$ cat config.mk
export PLATFORM = sky130hd
export DESIGN_NAME = data_packet_framer
export DESIGN_NICKNAME = d
export VERILOG_FILES = /design/src/design/dpf_pkg.sv /design/src/design/dpf_front.sv /design/src/design/dpf_queue.sv /design/src/design/dpf_back.sv /design/src/design/data_packet_framer.sv
export SDC_FILE = /design/constraint.sdc
export NUM_CORES = 1
export LEC_CHECK = 0
export ABC_AREA = 1
export BUFFER_PORTS_ARGS = -buffer_cell sky130_fd_sc_hd__buf_2
export CORE_AREA = 3 3 187 189
export CTS_BUF_LIST = sky130_fd_sc_hd__clkbuf_2 sky130_fd_sc_hd__clkbuf_4 sky130_fd_sc_hd__clkbuf_8
export DETAILED_ROUTE_END_ITERATION = 10
export DIE_AREA = 0 0 190 192
export PLACE_DENSITY = 0.76
export RECOVER_POWER = 100
export SLEW_MARGIN = 30
export SYNTH_ARGS = -nofsm -noshare
export SYNTH_HDL_FRONTEND = slang
export SYNTH_HIERARCHICAL = 1
export SYNTH_SLANG_ARGS = --single-unit
$ cat constraint.sdc
create_clock -name clk -period 6.7 [get_ports clk]
set_clock_uncertainty 0.2 [all_clocks]
set_input_delay 0.335 -clock clk [delete_from_list [all_inputs] [get_ports clk]]
set_output_delay 0.335 -clock clk [all_outputs]
set_load 0.01 [all_outputs]
$ cat src/design/dpf_pkg.sv
// shared types and constants for the data packet framer
`timescale 1ns / 1ps

package dpf_pkg;

    localparam int unsigned CFG_IDX_W  = 8;
    localparam int unsigned CFG_DATA_W = 32;

    localparam logic [CFG_IDX_W-1:0] CFG_DEVICE_ADDRESS = 8'd0;
    localparam logic [CFG_IDX_W-1:0] CFG_CHUNK_SIZE     = 8'd1;

    localparam logic [31:0] ADDR_RESET  = 32'hFFFF_FFFF;
    localparam logic [1:0]  CHUNK_RESET = 2'd2;

    localparam logic [7:0] START_HI = 8'hEF;
    localparam logic [7:0] START_LO = 8'h01;
    localparam logic [7:0] PID_DATA = 8'h02;
    localparam logic [7:0] PID_END  = 8'h08;

    // byte positions within one framed item
    localparam logic [3:0] POS_START_HI = 4'd0;
    localparam logic [3:0] POS_START_LO = 4'd1;
    localparam logic [3:0] POS_ADDR_3   = 4'd2;
    localparam logic [3:0] POS_ADDR_2   = 4'd3;
    localparam logic [3:0] POS_ADDR_1   = 4'd4;
    localparam logic [3:0] POS_ADDR_0   = 4'd5;
    localparam logic [3:0] POS_PID      = 4'd6;
    localparam logic [3:0] POS_LEN_HI   = 4'd7;
    localparam logic [3:0] POS_LEN_LO   = 4'd8;
    localparam logic [3:0] POS_PAYLOAD  = 4'd9;
    localparam logic [3:0] POS_SUM_HI   = 4'd10;
    localparam logic [3:0] POS_SUM_LO   = 4'd11;

    // one classified payload byte, handed from front to back
    typedef struct packed {
        logic        hdr;
        logic [31:0] addr;
        logic [7:0]  pid;
        logic [8:0]  lenf;
        logic [7:0]  data;
        logic        tail;
        logic        fin;
        logic [15:0] sum;
    } cmd_t;

    function automatic logic [8:0] chunk_bytes(input logic [1:0] sel);
        chunk_bytes = 9'd32 << sel;
    endfunction

endpackage

$ cat src/design/dpf_front.sv
// front end: config registers, packet bookkeeping and classification of each byte
`timescale 1ns / 1ps

module dpf_front
    import dpf_pkg::*;
(
    input  logic                  clk,
    input  logic                  rst_n,
    input  logic                  s_tvalid,
    output logic                  s_tready,
    input  logic [23:0]           s_tdata,
    input  logic                  cfg_valid,
    output logic                  cfg_ready,
    input  logic [CFG_IDX_W-1:0]  cfg_index,
    input  logic [CFG_DATA_W-1:0] cfg_data,
    input  logic                  q_full,
    output logic                  q_push,
    output cmd_t                  q_cmd
);

    logic [31:0] addr_reg, addr_next;
    logic [1:0]  sel_reg, sel_next;
    logic        in_xfer_reg, in_xfer_next;
    logic [15:0] left_reg, left_next;
    logic [8:0]  pkt_left_reg, pkt_left_next;
    logic [15:0] sum_reg, sum_next;
    logic        fin_reg, fin_next;

    logic [7:0]  pbyte;
    logic [15:0] xfer_len;
    logic        accept;
    logic        hdr;
    logic [15:0] left_eff;
    logic [8:0]  chunk;
    logic        more;
    logic [8:0]  count;
    logic [8:0]  lenf;
    logic [7:0]  pid;
    logic [15:0] sum_base;
    logic [15:0] sum_new;
    logic [8:0]  pkt_base;
    logic [8:0]  pkt_new;
    logic        tail;
    logic        fin;

    assign pbyte     = s_tdata[7:0];
    assign xfer_len  = s_tdata[23:8];
    assign s_tready  = !q_full;
    assign cfg_ready = 1'b1;
    assign accept    = s_tvalid && s_tready;

    always_comb
    begin
        hdr      = !in_xfer_reg || (pkt_left_reg == 9'd0);
        left_eff = in_xfer_reg ? left_reg : ((xfer_len == 16'd0) ? 16'd1 : xfer_len);
        chunk    = chunk_bytes(sel_reg);
        more     = left_eff > {7'd0, chunk};
        count    = more ? chunk : left_eff[8:0];
        lenf     = count + 9'd2;
        pid      = more ? PID_DATA : PID_END;
        sum_base = hdr ? (16'(pid) + 16'(lenf[8]) + 16'(lenf[7:0])) : sum_reg;
        sum_new  = sum_base + {8'd0, pbyte};
        pkt_base = hdr ? count : pkt_left_reg;
        pkt_new  = pkt_base - 9'd1;
        tail     = (pkt_new == 9'd0);
        fin      = hdr ? !more : fin_reg;
    end

    always_comb
    begin
        q_push      = accept;
        q_cmd.hdr   = hdr;
        q_cmd.addr  = addr_reg;
        q_cmd.pid   = pid;
        q_cmd.lenf  = lenf;
        q_cmd.data  = pbyte;
        q_cmd.tail  = tail;
        q_cmd.fin   = fin;
        q_cmd.sum   = sum_new;
    end

    always_comb
    begin
        addr_next     = addr_reg;
        sel_next      = sel_reg;
        in_xfer_next  = in_xfer_reg;
        left_next     = left_reg;
        pkt_left_next = pkt_left_reg;
        sum_next      = sum_reg;
        fin_next      = fin_reg;
        if (cfg_valid)
        begin
            if (cfg_index == CFG_DEVICE_ADDRESS)
                addr_next = cfg_data[31:0];
            else if (cfg_index == CFG_CHUNK_SIZE)
                sel_next = cfg_data[1:0];
        end
        if (accept)
        begin
            pkt_left_next = pkt_new;
            if (tail && fin)
            begin
                in_xfer_next = 1'b0;
                left_next    = 16'd0;
                sum_next     = 16'd0;
                fin_next     = 1'b0;
            end
            else
            begin
                in_xfer_next = 1'b1;
                left_next    = left_eff - 16'd1;
                sum_next     = tail ? 16'd0 : sum_new;
                fin_next     = fin;
            end
        end
    end

    always_ff @(posedge clk or negedge rst_n)
    begin
        if (!rst_n)
        begin
            addr_reg     <= ADDR_RESET;
            sel_reg      <= CHUNK_RESET;
            in_xfer_reg  <= 1'b0;
            left_reg     <= 16'd0;
            pkt_left_reg <= 9'd0;
            sum_reg      <= 16'd0;
            fin_reg      <= 1'b0;
        end
        else
        begin
            addr_reg     <= addr_next;
            sel_reg      <= sel_next;
            in_xfer_reg  <= in_xfer_next;
            left_reg     <= left_next;
            pkt_left_reg <= pkt_left_next;
            sum_reg      <= sum_next;
            fin_reg      <= fin_next;
        end
    end

endmodule

$ cat src/design/dpf_queue.sv
// short command queue between front and back
`timescale 1ns / 1ps

module dpf_queue
    import dpf_pkg::*;
#(
    parameter int unsigned DEPTH = 4
)
(
    input  logic clk,
    input  logic rst_n,
    input  logic push,
    input  cmd_t push_cmd,
    output logic full,
    input  logic pop,
    output cmd_t head,
    output logic empty
);

    localparam int unsigned AW = (DEPTH > 1) ? $clog2(DEPTH) : 1;
    localparam int unsigned CW = $clog2(DEPTH + 1);

    cmd_t          slot_reg [DEPTH];
    logic [AW-1:0] wr_ptr_reg, wr_ptr_next;
    logic [AW-1:0] rd_ptr_reg, rd_ptr_next;
    logic [CW-1:0] cnt_reg, cnt_next;
    logic          do_push;
    logic          do_pop;

    assign full    = (cnt_reg == CW'(DEPTH));
    assign empty   = (cnt_reg == '0);
    assign head    = slot_reg[rd_ptr_reg];
    assign do_push = push && !full;
    assign do_pop  = pop && !empty;

    always_comb
    begin
        wr_ptr_next = wr_ptr_reg;
        rd_ptr_next = rd_ptr_reg;
        cnt_next    = cnt_reg;
        if (do_push)
            wr_ptr_next = (wr_ptr_reg == AW'(DEPTH - 1)) ? '0 : wr_ptr_reg + 1'b1;
        if (do_pop)
            rd_ptr_next = (rd_ptr_reg == AW'(DEPTH - 1)) ? '0 : rd_ptr_reg + 1'b1;
        if (do_push && !do_pop)
            cnt_next = cnt_reg + 1'b1;
        else if (do_pop && !do_push)
            cnt_next = cnt_reg - 1'b1;
    end

    always_ff @(posedge clk)
    begin
        if (do_push)
            slot_reg[wr_ptr_reg] <= push_cmd;
    end

    always_ff @(posedge clk or negedge rst_n)
    begin
        if (!rst_n)
        begin
            wr_ptr_reg <= '0;
            rd_ptr_reg <= '0;
            cnt_reg    <= '0;
        end
        else
        begin
            wr_ptr_reg <= wr_ptr_next;
            rd_ptr_reg <= rd_ptr_next;
            cnt_reg    <= cnt_next;
        end
    end

endmodule

$ cat src/design/dpf_back.sv
// back end: serialises each command: header if first, payload, checksum if last
`timescale 1ns / 1ps

module dpf_back
    import dpf_pkg::*;
(
    input  logic       clk,
    input  logic       rst_n,
    input  cmd_t       head,
    input  logic       empty,
    output logic       pop,
    output logic       m_tvalid,
    input  logic       m_tready,
    output logic [7:0] m_tdata,
    output logic       m_tlast,
    output logic [1:0] m_tuser
);

    logic [3:0] idx_reg, idx_next;
    logic       started_reg, started_next;
    logic       ov_reg, ov_next;
    logic [7:0] byte_reg, byte_next;
    logic       last_reg, last_next;
    logic       pend_reg, pend_next;
    logic       tend_reg, tend_next;

    logic       advance;
    logic [3:0] pos;
    logic [3:0] end_pos;
    logic       at_end;
    logic [7:0] sel_byte;

    assign advance = !empty && (!ov_reg || m_tready);
    assign pos     = started_reg ? idx_reg : (head.hdr ? POS_START_HI : POS_PAYLOAD);
    assign end_pos = head.tail ? POS_SUM_LO : POS_PAYLOAD;
    assign at_end  = (pos == end_pos);
    assign pop     = advance && at_end;

    always_comb
    begin
        unique case (pos)
            POS_START_HI: sel_byte = START_HI;
            POS_START_LO: sel_byte = START_LO;
            POS_ADDR_3:   sel_byte = head.addr[31:24];
            POS_ADDR_2:   sel_byte = head.addr[23:16];
            POS_ADDR_1:   sel_byte = head.addr[15:8];
            POS_ADDR_0:   sel_byte = head.addr[7:0];
            POS_PID:      sel_byte = head.pid;
            POS_LEN_HI:   sel_byte = {7'd0, head.lenf[8]};
            POS_LEN_LO:   sel_byte = head.lenf[7:0];
            POS_PAYLOAD:  sel_byte = head.data;
            POS_SUM_HI:   sel_byte = head.sum[15:8];
            POS_SUM_LO:   sel_byte = head.sum[7:0];
            default:      sel_byte = 8'd0;
        endcase
    end

    always_comb
    begin
        idx_next     = idx_reg;
        started_next = started_reg;
        ov_next      = ov_reg;
        byte_next    = byte_reg;
        last_next    = last_reg;
        pend_next    = pend_reg;
        tend_next    = tend_reg;
        if (advance)
        begin
            ov_next   = 1'b1;
            byte_next = sel_byte;
            last_next = at_end;
            pend_next = (pos == POS_SUM_LO);
            tend_next = (pos == POS_SUM_LO) && head.fin;
            if (at_end)
                started_next = 1'b0;
            else
            begin
                started_next = 1'b1;
                idx_next     = pos + 4'd1;
            end
        end
        else if (m_tready)
            ov_next = 1'b0;
    end

    always_ff @(posedge clk or negedge rst_n)
    begin
        if (!rst_n)
        begin
            idx_reg     <= POS_START_HI;
            started_reg <= 1'b0;
            ov_reg      <= 1'b0;
        end
        else
        begin
            idx_reg     <= idx_next;
            started_reg <= started_next;
            ov_reg      <= ov_next;
        end
    end

    always_ff @(posedge clk)
    begin
        byte_reg <= byte_next;
        last_reg <= last_next;
        pend_reg <= pend_next;
        tend_reg <= tend_next;
    end

    assign m_tvalid = ov_reg;
    assign m_tdata  = byte_reg;
    assign m_tlast  = last_reg;
    assign m_tuser  = {tend_reg, pend_reg};

endmodule

$ cat src/design/data_packet_framer.sv
// top level of the data packet framer
// path: an accepted payload byte passes the command queue and the output byte register
// throughput: one output byte per cycle unless m_tready stalls; a payload byte gives 1, 3,
//   10 or 12 bytes (header, payload, checksum), set by the single-byte output serialiser
// input is taken every cycle while the command queue has room
// reset: asynchronous, clears control state; address resets to all ones, chunk select to 128
`timescale 1ns / 1ps

module data_packet_framer
    import dpf_pkg::*;
#(
    parameter int unsigned QUEUE_DEPTH = 4
)
(
    input  logic                  clk,
    input  logic                  rst_n,
    input  logic                  s_tvalid,
    output logic                  s_tready,
    input  logic [23:0]           s_tdata,   // [7:0] payload_byte, [23:8] transfer_length
    output logic                  m_tvalid,
    input  logic                  m_tready,
    output logic [7:0]            m_tdata,   // [7:0] out_byte
    output logic                  m_tlast,
    output logic [1:0]            m_tuser,   // [0] packet_end, [1] transfer_end
    input  logic                  cfg_valid,
    output logic                  cfg_ready,
    input  logic [CFG_IDX_W-1:0]  cfg_index,
    input  logic [CFG_DATA_W-1:0] cfg_data
);

    cmd_t q_cmd;
    cmd_t q_head;
    logic q_push;
    logic q_full;
    logic q_pop;
    logic q_empty;

    dpf_front u_front (
        .clk       (clk),
        .rst_n     (rst_n),
        .s_tvalid  (s_tvalid),
        .s_tready  (s_tready),
        .s_tdata   (s_tdata),
        .cfg_valid (cfg_valid),
        .cfg_ready (cfg_ready),
        .cfg_index (cfg_index),
        .cfg_data  (cfg_data),
        .q_full    (q_full),
        .q_push    (q_push),
        .q_cmd     (q_cmd)
    );

    dpf_queue #(
        .DEPTH (QUEUE_DEPTH)
    ) u_queue (
        .clk      (clk),
        .rst_n    (rst_n),
        .push     (q_push),
        .push_cmd (q_cmd),
        .full     (q_full),
        .pop      (q_pop),
        .head     (q_head),
        .empty    (q_empty)
    );

    dpf_back u_back (
        .clk      (clk),
        .rst_n    (rst_n),
        .head     (q_head),
        .empty    (q_empty),
        .pop      (q_pop),
        .m_tvalid (m_tvalid),
        .m_tready (m_tready),
        .m_tdata  (m_tdata),
        .m_tlast  (m_tlast),
        .m_tuser  (m_tuser)
    );

endmodule

==> run_results.csv, run 1 <==
group,metric,value,unit
global_route,track_usage,23.8,%
timing,setup_viol,0,
logic_synthesis,synth_edf_count,315,
timing,fin_crit,6.12,ns
global_route,grt_first_pass_wirelength,68400,um
setup_path,cpPeakStageDelay,0.36,ns
global_route,antenna_found_initial,0,
route,antenna_left,0,
global_route,top_usage_layer,"met2",
pwr,vdd_drop_max,0.000247,V
setup_path,cp_max_fo,23,
clocking,tritoncts,"yes",
route,drc_errors,0,
cells_and_area,instances_no_fill,2503,
setup_path,required,7.00,ns
setup_path,worst_setup_path_end_kind,"register",
die,die_y,192,um
clocking,cts.sinks,405,
logic_synthesis,synth_ff_type,"edfxtp_1",
logic_synthesis,ys_ff_latch,405,
die,pin_count,83,
clocking,htreeDepth,3,
route,drt_iter0_drc,1089,
die,die-area,36500,sq um
placement,dp.final_hpwl,27100,um
timing,tns,0,ns
pwr,power.density,443,nW/um^2
route,num_vias,13423,
cells_and_area,multiInputGateArea,6080,sq um
global_route,use_met1,32.3,%
logic_synthesis,synthDistinctLibCells,52,
run_status,status,"complete, but fails checks",
die,die_w,190,um
global_route,grt_use_met3,3.74,%
die,rows,67,
placement,io_buffer_count,81,
die,coreArea,33400,sq um
global_route,grt-ovfl-total,0,
pwr,power,9.65,mW
timing,slew_violations,535,
global_route,met2_usage,39.3,%
placement,gp_congestion,0.881,
hold_path,hp-start,"s_tdata[15]",
logic_synthesis,synth_cells,1876,
clocking,clkTransAtPathRegs,0.06,ns
timing,rsz0062_at_grt,"false",
clocking,clock_path_buffers,3,
clocking,clock-root-buffer,"clkbuf_8",
cells_and_area,largest_register_ffs,304,
run_status,violations,"max-capacitance violations, max-slew violations",
logic_synthesis,ys_async_sr_fraction,22.2,%
route,drt-wirelength-per-cell,17.0,um
die,initial_core_util,58.9,%
hold_path,hold_path_class,"in2reg",
cells_and_area,drive_gt1_share,14.4,%
cells_and_area,nets,2095,
cells_and_area,final_area,21800,sq um
logic_synthesis,ys_warn_count,6,
cells_and_area,area.growth.synth_to_final,10.6,%
setup_path,critical_path_class,"reg2reg",
setup_path,slowest_stage,"dfrtp_1",
logic_synthesis,seq_area_frac_synth,59.7,%
clocking,numCtsBuffers,68,
setup_path,path_buf_inv,5,
clocking,cts_setup_buffers,0,
setup_path,path_delay_family,"simple AND/OR/NAND/NOR gates",
logic_synthesis,avgSynthCellArea,10.5,sq um
setup_path,reg2reg_from,"u_front/in_xfer_reg",
timing,period_share,91.3,%
cells_and_area,fillCellCount,2556,
global_route,grt_pass1_vias,13282,
setup_path,cp_data_arrival_time,6.42,ns
global_route,grt_max_degree,106,
route,avgViaCountPerCell,5.36,
cells_and_area,seqCellArea,11800,sq um
setup_path,crit_path_start_kind,"register",
placement,place_inst,2328,
timing,max_freq,0.163,GHz
clocking,clock_latency,0.60,ns
timing,tightest_slew,3.97,ns
timing,finalHoldViolations,0,
run,drv_cap,11,
setup_path,crit_path_start,"u_front/in_xfer_reg",
placement,placed_cell_area,20100,sq um
cells_and_area,num_antenna_cells,0,
pwr,p_leak,9.31,nW
route,drt-total-wl,42600,um
setup_path,cp_common_cell,"nor2_1",
timing,max_slew_margin,-164,%
logic_synthesis,syn_area,19700,sq um
route,first_pass_iters,6,
## per-layer routing
layer	vias up	part of all wire, %
met5	-	0
met2	424	48
li1	6493	-
met4	0	2.3
met3	85	5.5
met1	6421	44
## tightest hold or removal path, delay by kind of cell
kind                   cells  cell delay [ns]
AND/OR/NAND/NOR            2             0.11
XOR/XNOR                   1             0.18
AO/OA/AOI/OAI              1             0.11
buffers and inverters      1             0.09
## synthesized netlist by cell type, drive strengths merged (16+ instances only)
library cell / n / area, sq um
buf: 82 / 718
nand3: 96 / 578
edfxtp: 315 / 9460
nor2: 107 / 490
xor2: 27 / 236
inv: 273 / 1030
o21ai: 50 / 314
ha: 24 / 300
dfstp: 33 / 867
mux2: 30 / 338
o211ai: 155 / 1200
nand2: 538 / 2170
nand4: 16 / 106
dfrtp: 57 / 1430
## logic make-up after synthesis
family	Yosys count	synth area share, %
AOI/OAI and AO/OA	231	8.48
DFF	405	59.7
buffers and inverters	371	9.20
muxes	30	1.72
adders and majority gates	26	1.73
xor gates and xnor gates	30	1.33
other	2	0.0381
and+or+nand+nor	781	17.8
## where the power goes
group | switching, mW | internal [mW] | total, mW
sequential | 0.295 | 3.54 | 3.84
clock | 0.957 | 1.25 | 2.20
combinational | 2.55 | 1.06 | 3.61
total | 3.80 | 5.85 | 9.65
## layout by cell type (no fill, tap or decap), types with 10 or more instances in the layout
cell	Yosys	final
ha_1	24	24
o211ai_1	148	150
nand2_1	508	511
a21oi_1	13	14
clkbuf_1	15	30
dlygate4sd3_1	0	48
dfstp_1	0	32
o21ai_0	27	34
nand3_1	81	82
dfrtp_1	57	56
nor2_1	91	96
nand2_4	13	11
nand3_2	12	11
inv_1	261	261
inv_2	10	10
mux2_2	30	28
edfxtp_1	315	315
buf_2	13	58
clkbuf_4	0	29
clkbuf_8	0	76
xor2_1	27	26
nand2_2	16	15
nand4_1	15	15
## area by class of cell
type | instances | area share, %
clock buffer | 105 | 5.80
clock inverter | 20 | 0.592
inverter | 274 | 4.76
multi-input combinational | 1105 | 27.9
sequential | 405 | 54.0
tap | 448 | 2.57
timing repair buffer | 146 | 4.39
## worst paths after layout
path                            slack, ns  cells after the start               endpoint
worst min register to register       0.28                      2    u_front/left_reg[3]
worst max register to register       0.58                     35    u_front/sum_reg[14]
worst max-delay path                 0.58                     35    u_front/sum_reg[14]
min in group asynchronous            0.85                      2   u_front/left_reg[14]
worst min-delay path                 0.07                      5    u_front/left_reg[7]
max in group asynchronous            1.48                      3  u_queue/rd_ptr_reg[1]
## through the flow
stage,hold WS [ns],util [%],worst slack (ns)
after global placement,0.168,59.9,0.778
after global routing,0.0722,65.1,0.0222
final,0.0687,65.1,0.582
after CTS,0.0293,65.6,0.596
after floorplan,-0.161,-,1.30
after detailed placement,0.175,60.0,0.614
## timing repair
item,CTS,global route
hold buffers,48,0
resized for setup,0,2
setup endpoints to repair,0,10
endpoints found under the hold margin,112,0
Note: power is estimated with default switching activity, not from simulation.
==> run 2: changes to the inputs <==
ABC_AREA = unset   (was 1)
CORE_AREA = 3 3 182 184   (was 3 3 187 189)
DIE_AREA = 0 0 185 187   (was 0 0 190 192)
==> run 2 against run 1 <==
The flow still finishes with violations (max-capacitance violations, max-slew violations); register-to-register slack lost 0.15 ns; non-clock buffer count grew 13; sequential cell count is the same; via count shrank 16%; die area shrank 5.2%; largest cell class unchanged; highest routed layer is now met5.
==> run_results.csv, run 2 <==
group,metric,value,unit
die,die-area,34600,sq um
die,rows,65,
pwr,power.density,431,nW/um^2
timing,slew_violations,346,
setup_path,cp_max_fo,18,
setup_path,path_delay_family,"simple AND/OR/NAND/NOR gates",
run,drv_cap,8,
logic_synthesis,synth_cells,1222,
route,first_pass_iters,7,
setup_path,slowest_stage,"or4_4",
cells_and_area,drive_gt1_share,24.8,%
route,drt-total-wl,41100,um
cells_and_area,area.growth.synth_to_final,13.1,%
clocking,clock-root-buffer,"clkbuf_8",
run_status,violations,"max-capacitance violations, max-slew violations",
clocking,clkTransAtPathRegs,0.06,ns
route,antenna_left,0,
setup_path,required,7.00,ns
global_route,grt_first_pass_wirelength,64100,um
pwr,seqPwrFrac,43.4,%
placement,placed_cell_area,19200,sq um
logic_synthesis,avgSynthCellArea,15.2,sq um
clocking,clock_path_buffers,3,
global_route,grt-ovfl-total,0,
logic_synthesis,synth.area.top_cells,"edfxtp_1 51%, mux4_2 9.3%, dfrtp_1 7.7%",
cells_and_area,final_common_cell,"edfxtp_1",
logic_synthesis,netlist.area_leader.share,51.0,%
timing,rsz0062_at_grt,"false",
pwr,p_sw,3.05,mW
timing,period_share,93.6,%
hold_path,hp-start,"s_tdata[23]",
timing,tightest_slew,2.57,ns
cells_and_area,nets,1462,
setup_path,cp_common_cell,"nor2_1",
placement,io_buffer_count,81,
logic_synthesis,synthDistinctLibCells,93,
logic_synthesis,synth.largest_area_cell,"edfxtp_1",
clocking,htreeDepth,2,
placement,dp.final_hpwl,26300,um
cells_and_area,final_area,21000,sq um
timing,finalHoldViolations,0,
cells_and_area,largest_register_ffs,304,
global_route,grt_pass1_vias,11128,
clocking,cts.sinks,405,
route,drt-wirelength-per-cell,22.6,um
clocking,clock_latency,0.60,ns
setup_path,reg2reg_from,"u_front/in_xfer_reg",
clocking,cts_setup_buffers,0,
hold_path,hold_path_class,"in2reg",
cells_and_area,num_antenna_cells,0,
logic_synthesis,ys_ff_latch,405,
cells_and_area,layout_common_cells,"315 x edfxtp_1, 80 x nor2_1, 77 x mux4_2",
global_route,antenna_found_initial,1,
logic_synthesis,ys_async_sr_fraction,22.2,%
logic_synthesis,syn_area,18600,sq um
global_route,track_usage,23.8,%
timing,tns,0,ns
timing,max_slew_margin,-71.3,%
setup_path,crit_path_start,"u_front/in_xfer_reg",
die,coreArea,31600,sq um
pwr,vdd_drop_max,0.000286,V
timing,max_freq,0.160,GHz
setup_path,path_buf_inv,3,
clocking,tritoncts,"yes",
die,pin_count,83,
setup_path,crit_path_start_kind,"register",
route,drc_errors,0,
placement,gp_congestion,0.932,
setup_path,cp_data_arrival_time,6.56,ns
global_route,grt_max_degree,68,
route,drt_iter0_drc,1190,
logic_synthesis,synth.most_common_cell,"edfxtp_1",
logic_synthesis,synth_ff_type,"edfxtp_1",
route,num_vias,11281,
die,initial_core_util,58.8,%
die,die_y,187,um
run_status,status,"complete, but fails checks",
route,avgViaCountPerCell,6.20,
timing,setup_viol,0,
setup_path,worst_setup_path_end_kind,"register",
pwr,p_leak,7.63,nW
timing,fin_crit,6.27,ns
pwr,clkPwrFrac,24.5,%
die,die_w,185,um
logic_synthesis,synth_edf_count,315,
setup_path,cpPeakStageDelay,0.57,ns
pwr,combPwrFrac,32.0,%
logic_synthesis,seq_area_frac_synth,63.4,%
logic_synthesis,ys_warn_count,6,
pwr,internal_power,5.99,mW
logic_synthesis,yosys-top-cells-count,"315 x edfxtp_1, 80 x nor2_1, 77 x mux4_2",
clocking,numCtsBuffers,61,
pwr,swShare,33.7,%
setup_path,critical_path_class,"reg2reg",
run 2: layout make-up:
class	count	area (sq um)
repair buffers	159	1080
multi-input cells	706	6130
well taps	402	503
fillers	2189	10600
flip-flops and latches	405	11800
inverters	34	128
clock inverters	33	345
clock buffers	81	1040
run 2: power by group through the flow:
stage / logic (mW) / clock network, mW / registers [mW]
global route: 3.15 / 2.38 / 4.00
finish: 2.90 / 2.22 / 3.93
CTS: 2.90 / 2.27 / 3.92
global placement: 2.82 / 0 / 3.93
detailed placement: 2.87 / 0 / 3.97
floorplan: 2.26 / 0 / 3.76
run 2: path summary, 6_finish.rpt:
check	to	slack, ns	cells past startpoint
worst max register to register	u_front/sum_reg[14]	0.43	29
min in group asynchronous	u_front/left_reg[13]	0.88	2
worst max-delay path	u_front/sum_reg[14]	0.43	29
worst min-delay path	u_front/left_reg[15]	0.07	5
max in group asynchronous	u_queue/rd_ptr_reg[1]	3.47	3
worst min register to register	u_front/pkt_left_reg[1]	0.31	2
run 2: cell families after synthesis:
| logic type | share of synthesized area (%) |
|---|---|
| AO/OA/AOI/OAI | 7.41 |
| other | 0.0405 |
| adder cells (fa/ha/maj) | 1.83 |
| AND/OR/NAND/NOR | 8.71 |
| flip-flops | 63.4 |
| buffers and inverters | 3.63 |
| XOR/XNOR | 2.08 |
| multiplexers | 12.9 |
run 2: routing by layer:
layer | vias up | GRT usage [%] | share of wire (%)
met4 | 2 | 7.36 | 3.1
met3 | 87 | 4.41 | 7.0
met2 | 458 | 36.2 | 47
li1 | 5026 | - | -
met1 | 5708 | 35.6 | 43
met5 | - | 0 | 0.029
run 2: per-stage QoR:
stage,hold WS [ns],utilization (%),instances,total power [mW],setup WS [ns]
after global routing,0.122,66.5,1820,9.53,0.0190
after detailed placement,0.175,60.7,1651,6.84,0.188
final,0.0726,66.5,1820,9.05,0.430
after global placement,0.174,60.6,1650,6.75,0.392
after floorplan,-0.161,-,1227,6.02,0.258
after CTS,0.0541,66.9,1820,9.09,0.193
run 2: worst register-to-register path, delay by kind of cell, from the launching register on:
family | cells | cell delay [ns]
XOR/XNOR | 2 | 0.32
flip-flops | 1 | 0.53
AND/OR/NAND/NOR | 14 | 2.64
multiplexers | 1 | 0.37
buffers and inverters | 3 | 0.38
AO/OA/AOI/OAI | 5 | 0.74
adder cells (fa/ha/maj) | 4 | 1.03
run 2: timing repair:
item | in CTS | in global routing
endpoints found under the hold margin | 107 | 0
endpoints found under the setup margin | 0 | 41
resized for setup | 0 | 7
hold buffers | 55 | 0
==> run 3: changes to the inputs <==
BUFFER_PORTS_ARGS = -buffer_cell sky130_fd_sc_hd__clkbuf_2   (was -buffer_cell sky130_fd_sc_hd__buf_2)
clock period = 7.3 ns   (was 6.7 ns; I/O delays follow)
==> run 3 against run 2 <==
The run still ends with max-capacitance violations, max-slew violations left; via count down 0.28%; count of clock-buffer cells in the layout rose by 23; combinational power is 7.9% lower; sequential cell count unchanged; first-iteration DRC count increased by 0.50%; routed wire length up 1.2%; cell count is 0.16% lower.
==> run_results.csv, run 3 (synthesized netlist as in run 2, its figures left out) <==
group,metric,value,unit
run_status,status,"complete, but fails checks",
run_status,violations,"max-capacitance violations, max-slew violations",
clocking,tritoncts,"yes",
die,die_y,187,um
placement,dp_slack,0.560,ns
route,first_pass_iters,5,
route,drt-total-wl,41600,um
clocking,htreeDepth,3,
placement,placed_cell_area,19200,sq um
global_route,grt_pass1_vias,11340,
timing,fin_crit,6.69,ns
route,drc_errors,0,
clocking,numCtsBuffers,67,
cells_and_area,fillCellCount,2176,
die,pin_count,83,
cells_and_area,nets,1457,
clocking,clkTransAtPathRegs,0.06,ns
setup_path,cpPeakStageDelay,1.21,ns
timing,finalHoldViolations,0,
hold_path,hold_path_class,"in2reg",
clocking,clock_latency,0.60,ns
setup_path,path_buf_inv,4,
setup_path,slowest_stage,"a311oi_1",
pwr,vdd_drop_max,0.000231,V
setup_path,worst_setup_path_end_kind,"register",
placement,dp.final_hpwl,26400,um
die,coreArea,31600,sq um
global_route,grt_first_pass_wirelength,65100,um
setup_path,critical_path_class,"reg2reg",
timing,fin_ws,0.608,ns
timing,tns,0,ns
route,avgViaCountPerCell,6.19,
timing,max_freq,0.149,GHz
run,drv_cap,11,
die,die_w,185,um
cells_and_area,area.growth.synth_to_final,12.1,%
die,die-area,34600,sq um
clocking,cts.sinks,405,
timing,slew_violations,457,
route,drt-wirelength-per-cell,22.9,um
route,antenna_left,0,
timing,period_share,91.7,%
route,num_vias,11249,
setup_path,crit_path_start_kind,"register",
clocking,cts_setup_buffers,0,
global_route,track_usage,24.4,%
setup_path,cp_max_fo,18,
timing,setup_viol,0,
pwr,power.density,397,nW/um^2
clocking,clock-root-buffer,"clkbuf_8",
cells_and_area,fin_util,65.9,%
cells_and_area,final_area,20800,sq um
placement,io_buffer_count,81,
cells_and_area,largest_register_ffs,304,
placement,place_inst,1648,
global_route,grt_max_degree,70,
die,initial_core_util,58.8,%
setup_path,required,7.57,ns
setup_path,cp_cell_sequence,"or4_1 > or2_4 > nor2_1 > nor2_1 > ha_1 > nand3_1 > a211oi_1 > and4_1 > o21a_4 > inv_1 > buf_4 > o31ai_1 > inv_1 > ha_1 > nand2b_1 > o2111ai_1 > o311a_1 > or4_1 > a311oi_1 > clkbuf_2 > nor3_1",
global_route,antenna_found_initial,0,
pwr,p_leak,7.56,nW
timing,tightest_slew,3.49,ns
timing,max_slew_margin,-132,%
cells_and_area,num_antenna_cells,0,
cells_and_area,layout_common_cells,"315 x edfxtp_1, 82 x nor2_1, 77 x mux4_2",
clocking,clock_path_buffers,3,
global_route,grt-ovfl-total,0,
cells_and_area,drive_gt1_share,24.8,%
die,rows,65,
timing,rsz0062_at_grt,"false",
cells_and_area,instances_no_fill,1817,
cells_and_area,final_common_cell,"edfxtp_1",
setup_path,cp_data_arrival_time,6.96,ns
route,drt_iter0_drc,1196,
setup_path,path_delay_family,"simple AND/OR/NAND/NOR gates",
placement,gp_congestion,0.940,
run 3: cell count changes in the layout (fill, tap and decap cells not counted), sizes merged:
cell and delta:
dlygate4sd3 -8, bufinv -6, buf -65, clkbuf +85, clkinv -11, inv +2
run 3: timing repair:
item                                   in CTS  in global routing
hold buffers                               47                  0
endpoints found under the hold margin      98                  0
setup endpoints to repair                   0                 12
resized for setup                           0                  1
run 3: through the flow:
stage	total power [mW]	hold slack, ns
6_report	8.25	0.0508
5_1_grt	8.71	0.0597
4_1_cts	8.32	0.00756
3_5_place_dp	6.29	0.159
3_3_place_gp	6.18	0.151
2_1_floorplan	5.52	-0.131
run 3: routing by layer:
metal | vias to the layer above | part of all wire (%) | track usage, %
met2 | 438 | 48 | 37.9
li1 | 5033 | - | -
met4 | 0 | 2.4 | 7.36
met5 | - | 0 | 0
met1 | 5695 | 43 | 35.9
met3 | 83 | 6.3 | 4.38
run 3: cell type report:
class,count,area [sq um],share of cell area [%]
Sequential cell,405,11800,56.5
Tap cell,402,503,2.42
Timing Repair Buffer,148,966,4.64
Multi-Input combinational cell,706,6080,29.2
Clock inverter,18,126,0.608
Inverter,34,128,0.614
Clock buffer,104,1240,5.98
run 3: power breakdown:
group	switching [mW]	internal, mW	total, mW
logic	1.61	1.07	2.67
clock network	0.869	1.13	2.00
registers	0.343	3.24	3.58
total	2.82	5.43	8.25
run 3: worst paths after layout:
| check | slack [ns] | from | depth (start not counted) | end |
|---|---|---|---|---|
| max | 0.61 | u_front/in_xfer_reg | 21 | u_front/left_reg[15] |
| min | 0.05 | s_tdata[21] | 4 | u_front/left_reg[13] |
| max reg2reg | 0.61 | u_front/in_xfer_reg | 21 | u_front/left_reg[15] |
| min reg2reg | 0.31 | u_front/pkt_left_reg[0] | 2 | u_front/pkt_left_reg[0] |
| max in group asynchronous | 1.51 | rst_n | 3 | u_queue/rd_ptr_reg[1] |
| min in group asynchronous | 0.72 | rst_n | 2 | u_front/in_xfer_reg |
run 3: worst register-to-register path, stage by stage, from the launching register on:
cell       delay, ns
dfrtp_2         0.54
or4_1           0.58
or2_4           0.27
nor2_1          0.14
nor2_1          0.09
ha_1            0.20
nand3_1         0.07
a211oi_1        0.06
and4_1          0.30
o21a_4          0.30
inv_1           0.11
buf_4           0.22
o31ai_1         0.14
inv_1           0.11
ha_1            0.38
nand2b_1        0.18
o2111ai_1       0.14
o311a_1         0.19
or4_1           0.58
a311oi_1        1.21
clkbuf_2        0.46
nor3_1          0.10
